`config.mk`:
```
export PLATFORM = sky130hd
export DESIGN_NAME = cd_audio_lpcm_pes_packetizer
export DESIGN_NICKNAME = d
export VERILOG_FILES = /design/src/rtl/cdlp_pkg.sv /design/src/rtl/cdlp_front.sv /design/src/rtl/cdlp_queue.sv /design/src/rtl/cdlp_back.sv /design/src/rtl/cd_audio_lpcm_pes_packetizer.sv
export VERILOG_INCLUDE_DIRS = /design/src /design/src/rtl
export SDC_FILE = /design/constraint.sdc
export NUM_CORES = 1
export LEC_CHECK = 0
export BUFFER_PORTS_ARGS = -buffer_cell sky130_fd_sc_hd__buf_4
export CORE_ASPECT_RATIO = 0.6
export CORE_MARGIN = 4
export CORE_UTILIZATION = 50
export CTS_BUF_LIST = sky130_fd_sc_hd__clkbuf_2
export CTS_CLUSTER_DIAMETER = 30
export DETAILED_ROUTE_END_ITERATION = 8
export HOLD_SLACK_MARGIN = 0.06
export PLACE_DENSITY = 0.67
export SYNTH_ARGS = -nofsm -noshare
export SYNTH_HDL_FRONTEND = slang
export SYNTH_SLANG_ARGS = --single-unit
```
`constraint.sdc`:
```
create_clock -name i_clk -period 7.5 [get_ports i_clk]
set_input_delay 0.375 -clock i_clk [delete_from_list [all_inputs] [get_ports i_clk]]
set_output_delay 0.375 -clock i_clk [all_outputs]
set_load 0.005 [all_outputs]
```
`src/rtl/cd_audio_lpcm_pes_packetizer_assert.svh`:
```
// ----------------------------------------------------------------------------
// cd audio lpcm pes packetizer assertion macros
// shared concurrent assertion forms, reset-qualified, reporting by $error
// ----------------------------------------------------------------------------
`ifndef CD_AUDIO_LPCM_PES_PACKETIZER_ASSERT_SVH
`define CD_AUDIO_LPCM_PES_PACKETIZER_ASSERT_SVH

// condition holds at every clock edge out of reset
`define CDLP_ASSERT_ALWAYS(label, clk, rst_n, cond) \
    label: assert property (@(posedge clk) disable iff (!rst_n) (cond)) \
        else $error("cdlp invariant violated");

// antecedent in a cycle implies consequent in the same cycle
`define CDLP_ASSERT_IMPLY(label, clk, rst_n, ante, cons) \
    label: assert property (@(posedge clk) disable iff (!rst_n) (ante) |-> (cons)) \
        else $error("cdlp implication violated");

// antecedent in a cycle implies consequent in the next cycle
`define CDLP_ASSERT_NEXT(label, clk, rst_n, ante, cons) \
    label: assert property (@(posedge clk) disable iff (!rst_n) (ante) |=> (cons)) \
        else $error("cdlp sequence violated");

`endif

```
`src/rtl/cdlp_pkg.sv`:
```
// ----------------------------------------------------------------------------
// cdlp_pkg
// shared types, header constants and the header byte table
// ----------------------------------------------------------------------------
package cdlp_pkg;

    localparam int SECTOR_BYTES = 2352;
    localparam int HEADER_BYTES = 16;
    localparam int QUEUE_DEPTH  = 4;

    // header field values
    localparam logic [7:0] HDR_ZERO      = 8'h00;
    localparam logic [7:0] HDR_PREFIX    = 8'h01;
    localparam logic [7:0] HDR_STREAM_ID = 8'hBD;
    localparam logic [7:0] HDR_FLAGS     = 8'h80;
    localparam logic [7:0] HDR_SUB_ID    = 8'hA0;
    localparam logic [7:0] HDR_FRAME     = 8'hFF;
    localparam logic [7:0] HDR_AUDIO     = 8'h21;
    localparam logic [7:0] HDR_QUANT     = 8'h80;
    localparam logic [15:0] LEN_EXTRA    = 16'd10;

    // sequencer byte positions
    typedef logic [4:0] t_idx;
    localparam t_idx IDX_FIRST = 5'd0;
    localparam t_idx IDX_HI    = 5'd16;
    localparam t_idx IDX_LO    = 5'd17;

    // one classified word, front to back
    typedef struct packed {
        logic        hdr;
        logic [15:0] len;
        logic [15:0] word;
        logic        hi_end;
        logic        has_lo;
        logic        lo_end;
    } t_cmd;

    // fixed packet header, length field in bytes four and five
    function automatic logic [7:0] hdr_byte(input logic [3:0] pos, input logic [15:0] len);
        logic [7:0] b;
        unique case (pos)
            4'd0:    b = HDR_ZERO;
            4'd1:    b = HDR_ZERO;
            4'd2:    b = HDR_PREFIX;
            4'd3:    b = HDR_STREAM_ID;
            4'd4:    b = len[15:8];
            4'd5:    b = len[7:0];
            4'd6:    b = HDR_FLAGS;
            4'd7:    b = HDR_ZERO;
            4'd8:    b = HDR_ZERO;
            4'd9:    b = HDR_SUB_ID;
            4'd10:   b = HDR_FRAME;
            4'd11:   b = HDR_ZERO;
            4'd12:   b = HDR_ZERO;
            4'd13:   b = HDR_ZERO;
            4'd14:   b = HDR_AUDIO;
            default: b = HDR_QUANT;
        endcase
        return b;
    endfunction

endpackage

```
`src/rtl/cdlp_front.sv`:
```
// ----------------------------------------------------------------------------
// cdlp_front
// accepts sample words, tracks chunk and packet counts, classifies each word
// ----------------------------------------------------------------------------
module cdlp_front import cdlp_pkg::*; #(
    parameter int MAX_READ_SECTORS = 24,
    parameter int PACKET_BYTES     = 2048
) (
    input  logic        i_clk,
    input  logic        i_rst_n,
    input  logic        i_valid,
    output logic        o_ready,
    input  logic        i_chunk_start,
    input  logic [15:0] i_chunk_bytes,
    input  logic [15:0] i_sample_word,
    input  logic        i_queue_full,
    output logic        o_push,
    output t_cmd        o_cmd
);

    localparam int MAX_PAYLOAD_I = PACKET_BYTES - HEADER_BYTES;
    localparam int MAX_CHUNK_I   = SECTOR_BYTES * MAX_READ_SECTORS;
    localparam int PW            = $clog2(MAX_PAYLOAD_I + 1);
    localparam logic [15:0] LP_MAX_PAYLOAD = 16'(MAX_PAYLOAD_I);
    localparam logic [15:0] LP_MAX_CHUNK   = 16'(MAX_CHUNK_I);

    logic [15:0]   r_chunk_left, n_chunk_left;
    logic [PW-1:0] r_packet_left, n_packet_left;

    logic [15:0]   eff_chunk, c1, c2;
    logic [PW-1:0] eff_pkt, pkt0, p1, p2;
    logic          accept, drop, hdr, has_lo;

    assign o_ready = i_rst_n && !i_queue_full;
    assign accept  = i_valid && o_ready;

    // classify the word against the running counts
    always_comb begin
        if (i_chunk_start) begin
            eff_chunk = (i_chunk_bytes > LP_MAX_CHUNK) ? LP_MAX_CHUNK : i_chunk_bytes;
            eff_pkt   = '0;
        end else begin
            eff_chunk = r_chunk_left;
            eff_pkt   = r_packet_left;
        end
        drop = (eff_chunk == 16'd0);
        hdr  = (eff_pkt == '0);
        if (hdr) begin
            pkt0 = (eff_chunk < LP_MAX_PAYLOAD) ? PW'(eff_chunk) : PW'(LP_MAX_PAYLOAD);
        end else begin
            pkt0 = eff_pkt;
        end
        c1     = eff_chunk - 16'd1;
        p1     = pkt0 - PW'(1);
        has_lo = (c1 != 16'd0) && (p1 != '0);
        c2     = has_lo ? (c1 - 16'd1) : c1;
        p2     = has_lo ? (p1 - PW'(1)) : p1;
        n_chunk_left  = drop ? eff_chunk : c2;
        n_packet_left = drop ? eff_pkt : p2;
    end

    // command to the back end
    always_comb begin
        o_push       = accept && !drop;
        o_cmd.hdr    = hdr;
        o_cmd.len    = 16'(pkt0) + LEN_EXTRA;
        o_cmd.word   = i_sample_word;
        o_cmd.hi_end = (p1 == '0);
        o_cmd.has_lo = has_lo;
        o_cmd.lo_end = (p2 == '0);
    end

    // count state
    always_ff @(posedge i_clk) begin
        if (!i_rst_n) begin
            r_chunk_left  <= '0;
            r_packet_left <= '0;
        end else if (accept) begin
            r_chunk_left  <= n_chunk_left;
            r_packet_left <= n_packet_left;
        end
    end

`include "cd_audio_lpcm_pes_packetizer_assert.svh"

    // counts stay within their saturation bounds
    `CDLP_ASSERT_ALWAYS(a_chunk_bound, i_clk, i_rst_n, r_chunk_left <= LP_MAX_CHUNK)
    `CDLP_ASSERT_ALWAYS(a_pkt_bound, i_clk, i_rst_n, 16'(r_packet_left) <= LP_MAX_PAYLOAD)
    // an open packet never owes more than the chunk still holds
    `CDLP_ASSERT_IMPLY(a_pkt_in_chunk, i_clk, i_rst_n, r_packet_left != '0,
                       16'(r_packet_left) <= r_chunk_left)

endmodule

```
`src/rtl/cdlp_queue.sv`:
```
// ----------------------------------------------------------------------------
// cdlp_queue
// short register queue of classified words between front and back
// ----------------------------------------------------------------------------
module cdlp_queue import cdlp_pkg::*; (
    input  logic i_clk,
    input  logic i_rst_n,
    input  logic i_push,
    input  t_cmd i_cmd,
    output logic o_full,
    input  logic i_pop,
    output logic o_valid,
    output t_cmd o_cmd
);

    localparam int AW = $clog2(QUEUE_DEPTH);
    localparam int CW = $clog2(QUEUE_DEPTH + 1);

    t_cmd          r_slot [QUEUE_DEPTH];
    logic [AW-1:0] r_wr_ptr, r_rd_ptr;
    logic [CW-1:0] r_count;

    assign o_full  = (r_count == CW'(QUEUE_DEPTH));
    assign o_valid = (r_count != '0);
    assign o_cmd   = r_slot[r_rd_ptr];

    // slot storage
    always_ff @(posedge i_clk) begin
        if (i_push) begin
            r_slot[r_wr_ptr] <= i_cmd;
        end
    end

    // pointers and fill count
    always_ff @(posedge i_clk) begin
        if (!i_rst_n) begin
            r_wr_ptr <= '0;
            r_rd_ptr <= '0;
            r_count  <= '0;
        end else begin
            if (i_push) begin
                r_wr_ptr <= r_wr_ptr + AW'(1);
            end
            if (i_pop) begin
                r_rd_ptr <= r_rd_ptr + AW'(1);
            end
            if (i_push && !i_pop) begin
                r_count <= r_count + CW'(1);
            end else if (i_pop && !i_push) begin
                r_count <= r_count - CW'(1);
            end
        end
    end

`include "cd_audio_lpcm_pes_packetizer_assert.svh"

    // no overflow and no underflow
    `CDLP_ASSERT_IMPLY(a_no_overflow, i_clk, i_rst_n, o_full, !i_push || i_pop)
    `CDLP_ASSERT_IMPLY(a_no_underflow, i_clk, i_rst_n, !o_valid, !i_pop)

endmodule

```
`src/rtl/cdlp_back.sv`:
```
// ----------------------------------------------------------------------------
// cdlp_back
// byte sequencer: header, then swapped payload, into the output register
// ----------------------------------------------------------------------------
module cdlp_back import cdlp_pkg::*; (
    input  logic       i_clk,
    input  logic       i_rst_n,
    input  logic       i_q_valid,
    input  t_cmd       i_q_cmd,
    output logic       o_pop,
    output logic       o_valid,
    input  logic       i_ready,
    output logic [7:0] o_out_byte,
    output logic       o_packet_end,
    output logic       o_run_end
);

    logic       r_busy;
    t_cmd       r_cmd;
    t_idx       r_idx;
    logic       r_out_valid;
    logic [7:0] r_out_byte;
    logic       r_out_pend;
    logic       r_out_run;

    logic       can_load, step, at_last;
    t_idx       last_idx, q_start_idx;
    logic [7:0] n_byte;
    logic       n_pend;

    assign o_valid      = r_out_valid;
    assign o_out_byte   = r_out_byte;
    assign o_packet_end = r_out_pend;
    assign o_run_end    = r_out_run;

    assign can_load    = !r_out_valid || i_ready;
    assign step        = can_load && r_busy;
    assign last_idx    = r_cmd.has_lo ? IDX_LO : IDX_HI;
    assign at_last     = (r_idx == last_idx);
    assign q_start_idx = i_q_cmd.hdr ? IDX_FIRST : IDX_HI;
    assign o_pop       = i_q_valid && (!r_busy || (step && at_last));

    // byte at the current position
    always_comb begin
        if (r_idx == IDX_HI) begin
            n_byte = r_cmd.word[15:8];
            n_pend = r_cmd.hi_end;
        end else if (r_idx == IDX_LO) begin
            n_byte = r_cmd.word[7:0];
            n_pend = r_cmd.lo_end;
        end else begin
            n_byte = hdr_byte(r_idx[3:0], r_cmd.len);
            n_pend = 1'b0;
        end
    end

    // output word register, no reset on payload
    always_ff @(posedge i_clk) begin
        if (step) begin
            r_out_byte <= n_byte;
            r_out_pend <= n_pend;
            r_out_run  <= at_last;
        end
    end

    // sequencer control
    always_ff @(posedge i_clk) begin
        if (!i_rst_n) begin
            r_busy      <= 1'b0;
            r_idx       <= IDX_FIRST;
            r_out_valid <= 1'b0;
        end else begin
            if (step) begin
                r_out_valid <= 1'b1;
            end else if (i_ready) begin
                r_out_valid <= 1'b0;
            end
            if (o_pop) begin
                r_busy <= 1'b1;
                r_idx  <= q_start_idx;
            end else if (step) begin
                if (at_last) begin
                    r_busy <= 1'b0;
                end else begin
                    r_idx <= r_idx + 5'd1;
                end
            end
        end
    end

    // command register
    always_ff @(posedge i_clk) begin
        if (o_pop) begin
            r_cmd <= i_q_cmd;
        end
    end

`include "cd_audio_lpcm_pes_packetizer_assert.svh"

    // position never runs past the last byte of the command
    `CDLP_ASSERT_IMPLY(a_idx_bound, i_clk, i_rst_n, r_busy, r_idx <= last_idx)
    // headerless commands start straight at the payload
    `CDLP_ASSERT_IMPLY(a_no_hdr_skip, i_clk, i_rst_n, r_busy && !r_cmd.hdr, r_idx >= IDX_HI)
    // a pop while busy only happens on the final byte
    `CDLP_ASSERT_NEXT(a_pop_reload, i_clk, i_rst_n, o_pop && r_busy, r_busy)

endmodule

```
`src/rtl/cd_audio_lpcm_pes_packetizer.sv`:
```
// ----------------------------------------------------------------------------
// cd_audio_lpcm_pes_packetizer
// cd audio sample words in, lpcm pes packet byte stream out
// ----------------------------------------------------------------------------
// Input channel: i_valid/o_ready carry one 16-bit sample word, with a chunk
// start flag and the chunk byte length on the first word of a read chunk.
// Output channel: o_valid/i_ready carry one byte per word, with packet_end on
// the last payload byte of a packet and run_end on the last byte of a word.
// Each payload word gives two bytes (one at an odd chunk end or packet end);
// a word that opens a packet first gives the 16-byte header. Words outside a
// chunk are accepted and dropped.
// An accepted word passes through a queue slot and the command register
// before its first byte is loaded into the output register. Throughput:
// the output register emits one byte per cycle while the receiver is ready;
// the byte sequencer is the limit. A four-entry word queue lets the input
// keep accepting while the receiver stalls; o_ready drops only once full.
// Reset (synchronous, active low) clears the chunk and packet counts, the
// queue and the output valid flag; o_ready is low while reset is held.
// ----------------------------------------------------------------------------
module cd_audio_lpcm_pes_packetizer import cdlp_pkg::*; #(
    parameter int MAX_READ_SECTORS = 24,
    parameter int PACKET_BYTES     = 2048
) (
    input  logic        i_clk,
    input  logic        i_rst_n,
    input  logic        i_valid,
    output logic        o_ready,
    input  logic        i_chunk_start,
    input  logic [15:0] i_chunk_bytes,
    input  logic [15:0] i_sample_word,
    output logic        o_valid,
    input  logic        i_ready,
    output logic [7:0]  o_out_byte,
    output logic        o_packet_end,
    output logic        o_run_end
);

    logic push, pop, q_full, q_valid;
    t_cmd front_cmd, q_cmd;

    // classification front end
    cdlp_front #(
        .MAX_READ_SECTORS (MAX_READ_SECTORS),
        .PACKET_BYTES     (PACKET_BYTES)
    ) u_front (
        .i_clk         (i_clk),
        .i_rst_n       (i_rst_n),
        .i_valid       (i_valid),
        .o_ready       (o_ready),
        .i_chunk_start (i_chunk_start),
        .i_chunk_bytes (i_chunk_bytes),
        .i_sample_word (i_sample_word),
        .i_queue_full  (q_full),
        .o_push        (push),
        .o_cmd         (front_cmd)
    );

    // word queue
    cdlp_queue u_queue (
        .i_clk   (i_clk),
        .i_rst_n (i_rst_n),
        .i_push  (push),
        .i_cmd   (front_cmd),
        .o_full  (q_full),
        .i_pop   (pop),
        .o_valid (q_valid),
        .o_cmd   (q_cmd)
    );

    // byte sequencer back end
    cdlp_back u_back (
        .i_clk        (i_clk),
        .i_rst_n      (i_rst_n),
        .i_q_valid    (q_valid),
        .i_q_cmd      (q_cmd),
        .o_pop        (pop),
        .o_valid      (o_valid),
        .i_ready      (i_ready),
        .o_out_byte   (o_out_byte),
        .o_packet_end (o_packet_end),
        .o_run_end    (o_run_end)
    );

endmodule
```
; ---- Word level (Yosys, flattened, before mapping)
; Memory sizes are Yosys's and may differ from the RTL's. A register that Yosys moved wholly into a read port is not among the register bits.
; Index checks and enable logic that the tools add are counted.
; Widths: inputs -> output; s select.
[totals]
ff_bits = 86
latch_bits = 0
ram_bits = 128
romBits = 0
inputBits = 37
out_inout_bits = 12
wordCells = 109
n_memories = 1
[memory_table]
columns = memory, depth, word_bits, rd, rd_clocked_by_memory_dff, write_ports, line_no
row1 = u_queue.r_slot, 4, 32, 1, 1, 1, cdlp_queue.sv:19  ; t_cmd r_slot [QUEUE_DEPTH];
[op_classes]
addsub = 10
mul = 0
div_mod_pow = 0
order_cmp = 2
eq_ne = 18
n_shift = 0
n_mux = 30
n_bitwise = 0
reduce_logical = 32
[ops]
columns = op, count
row1 = $mux 16, 4
row2 = $pmux 8 s8, 1
row3 = $mux 11, 5
row4 = $logic_not 11->1, 3
row5 = $sub 16x1->16 const B, 2
row6 = $eq 4x4->1 const B, 7
row7 = $sub 11x1->11 const B, 2
row8 = $mux 5, 4
row9 = $gt 16x16->1 const B, 1
row10 = $logic_not 16->1, 1
row11 = $lt 16x11->1 const B, 1
row12 = $mux 8, 2
row13 = $reduce_bool 16->1, 1
row14 = $add 11x4->12 const B, 1
row15 = $eq 4x3->1 const B, 3
row16 = $reduce_bool 11->1, 1
row17 = $eq 5x5->1 const B, 2
row18 = $mux 1, 10
row19 = $logic_and 1x1->1, 9
row20 = $eq 4x2->1 const B, 2
row21 = $reduce_bool 2->1, 4
row22 = $reduce_or 7->1, 1
row23 = $logic_not 1->1, 6
row24 = $mux 3, 2
row25 = other kinds (13), 17

; ---- Longest topological paths before layout
[depth]
depth_word = 11
depth_mapped = 21
ltp_nobuf = 18

; ---- Hierarchy
; From an unflattened synthesis, not the netlist that was laid out.
[hier_totals]
cells_unflattened = 908
area_unflattened_um2 = 11519.8
[modules_own_cells]
columns = module, instances, cells_each, area_each_um2, seq_area_each_um2
row1 = cdlp_queue, 1, 231, 5695.5, 4504.3
row2 = cdlp_front, 1, 518, 3664.8, 540.5
row3 = cdlp_back, 1, 159, 2159.6, 1491.4

; ---- Least setup slack after synthesis
; No wires, ideal clock.
[synth_timing]
kind = input-to-reg
startpoint = in i_chunk_bytes[10]
endpoint = mem u_queue.r_slot[0][0] (netlist bit) (data pin)
setup_time_ns = 0.206
arrival_time_ns = 4.410
t_required_ns = 7.294
path_slack_ns = 2.884
path_stages = 16
n_path_buf = 1
cell_sequence = a31oi_1 > or3_1 > buf_4 > o2111ai_2 > a2111oi_4 > o21ai_1 > inv_1 > ha_1 > o311ai_2 > nor3_2 > nor4b_2 > o31ai_4 > a31o_2 > a211oi_1 > o2111ai_1 > nor4_2
[synth_rtl]
columns = element, line_no
row1 = start: declaration, cd_audio_lpcm_pes_packetizer.sv:29  ; input logic [15:0] i_chunk_bytes,
row2 = end: declaration, cdlp_queue.sv:19

==> metrics <==
Top Ports=49; clk buf depth=3; die area=23500 µm²; Post-synth EDFFs=169; most frequent cell after synthesis=edfxtp_1; CORE AREA=20320 µm²; crit end category=register; top cells by area, synth=edfxtp_1, dfxtp_1, mux4_2; Unique masters post-synth=84; Max VDD drop=289.2 µV; CTS tree=done; Reg power frac=47.1%; DRT Pass-1 Iters=5; final hold viol count=0; RSZ-0062 raised after global routing=false; CTS root buf=clkbuf_2; Reg2Reg Depth=16; initial antenna violation count=0; total number of vias=7557; clock share of power=21.2%; Avg Inst Size Synth=12.44 µm²; Final setup viols=0; chip width=195.3 µm; largest net degree at the start of global routing=67; worst hold stages=5; Final Max Slew Viols=0; post-synthesis async set-or-reset flop share=0%; placed insts=1144; Synth Register Bits=212; Logic pwr share=31.6%; clock sink count=212; Worst Path Required=8.18 ns; Site Rows=40; H-tree Lvls=2; drt initial violations=838; total CTS buffers=49; DP HPWL=18510 µm; Net Sw Frac=34.94%; Final Wtd Congestion=0.9532; most frequent cells after synthesis=edfxtp_1, nand2_1, nor2_1; number of global-route vias before repair=7056; Int Pwr=2.304 mW; Yosys warning total=0; CP Max Fanout=13; layout cell share with drive strength beyond 1=19.69%; worst reg2reg setup slack=1.75 ns; diode count=0; post-DR wirelength/cell=21.61 µm; Initial Utilization=51.77%; Clock Skew=0.06541 ns; hold_buf cts=21; first-pass GRT wire length=41650 µm; Tmin final=5.747 ns; Crit Path Class=reg2reg; CP Launch Type=register; filler instances=1723; Port-buffer cells=48; register area share after synthesis=56.42%; GR Overflow Total=0; leak pwr=4.033 nW; Pwr Total=3.542 mW; critical path data arrival time=6.43 ns; max frequency=174.0 MHz; Post-Syn Nets=900; synthesized instance count=846; total negative slack=0 ns; Die Ht=120.4 µm; post-cts sizing count=0; largest area contributor in the netlist=edfxtp_1; Clk Latency, worst-skew pair=0.80 ns; sw power=1.238 mW; synthesized area=10520 µm²; Final period util=76.63%; Final Routed Wirelength=26970 µm; # DRC=0; Via density=6.055; clk slew on worst S/H paths=0.13 ns; status=finished, final reports clean; pre-CTS setup slack=1.669 ns; Hold Path Class=in2reg; number of max-cap violations=0; Final Util=58.14%; P&R area growth vs syn=12.30%; Yosys top cell area share=48.24%; setup ws final=1.753 ns; Pwr Density=299.8 nW/µm²; Routed Antenna Nets=0; Most used DFF post-synth=edfxtp_1; relative slew slack=25.07%; Setup Fix Bufs, Post-CTS=0; Worst Tran Pin Value=1.114 ns; Non-Filler Instances=1248; Nets=997; GRT Resource Usage Total=22.99%
cells in the final DEF, fill, tap and decap left out, drive strengths merged, types with 5 or more instances in the layout:
cell         count
a21boi           6
a21oi           21
a22oi            8
a31oi           13
and2            16
buf             57
clkbuf          70
clkinv          14
dfxtp           43
dlygate4sd3     21
edfxtp         169
ha              16
inv             23
mux2i            7
mux4            32
nand2           69
nand2b          12
nand3           16
nand4           11
nor2            49
nor2b           16
nor3            29
nor4            13
o211ai          16
o21ai           54
o221ai           5
o22ai            9
o31ai           11
or2              6
or3              9
xnor2           38
xor2            22
metrics by stage:
step	cell area [µm²]	hold WS (ns)
floorplan	10520	0.4402
global placement	11150	0.4657
detailed placement	11150	0.4709
CTS	11810	0.1425
global route	11810	0.2249
finish	11810	0.2629
final cells by class:
| cell class | count | area (µm²) | share of cell area, % |
|---|---|---|---|
| sequential | 212 | 5937 | 50.25 |
| clock buffer | 70 | 350.3 | 2.965 |
| tap | 273 | 341.6 | 2.891 |
| timing repair buffer | 78 | 638.1 | 5.401 |
| multi-input combinational | 576 | 4347 | 36.79 |
| inverter | 26 | 97.59 | 0.8261 |
| clock inverter | 13 | 102.6 | 0.8685 |
power groups by stage:
stage          combinational, mW  sequential, mW  clock [mW]
6_report                    1.12            1.67       0.752
5_1_grt                     1.23            1.68       0.844
4_1_cts                     1.11            1.66       0.783
3_5_place_dp                1.10            1.69           0
3_3_place_gp                1.09            1.69           0
2_1_floorplan              0.779            1.64           0
routing by layer:
layer / vias to the layer above / share of wire, % / global-route usage, %
met3: 34 / 13 / 7.909
li1: 3495 / - / -
met2: 392 / 36 / 27.49
met1: 3636 / 49 / 38.62
met5: - / 0 / 0
met4: 0 / 1.3 / 5.231
cell families after synthesis:
kind of cell	synth area share (%)
and+or+nand+nor	13.39
DFF	56.42
xor gates and xnor gates	4.995
adders and majority gates	2.093
buffers and inverters	2.260
muxes	7.838
AOI/OAI and AO/OA	13.00
path summary, 6_finish.rpt:
kind,start,endpoint
setup / recovery,u_front.r_packet_left[2],u_front.r_chunk_left[1]
hold / removal,i_chunk_bytes[3],u_front.r_chunk_left[3]
setup reg to reg,u_front.r_packet_left[2],u_front.r_chunk_left[1]
hold reg to reg,u_front.r_chunk_left[14],u_front.r_chunk_left[14]
registers in the layout, indices dropped and copies added (netlist names), 2 cells and up, named ones only:
name,cells
u_queue.r_slot,128
u_back.r_cmd,31
u_front.r_chunk_left,16
u_front.r_packet_left,11
u_back.o_out_byte,8
u_back.r_idx,5
u_queue.r_count,3
u_queue.r_rd_ptr,2
u_queue.r_wr_ptr,2
worst max-delay path, cell delays in order, from the launching register on:
cell and delay, ns:
dfxtp_1 0.39, nor4_1 0.55, a31oi_1 0.35, clkinv_1 0.38, nand2_1 0.23, o32ai_1 0.51
inv_1 0.26, ha_1 0.28, o211ai_1 0.29, xor2_1 0.50, nand4_1 0.24, a21o_1 0.31
o211ai_1 0.32, xnor2_1 0.16, mux2i_1 0.11, o211a_1 0.23, dlygate4sd3_1 0.54
(Power assumes the default switching activity.)
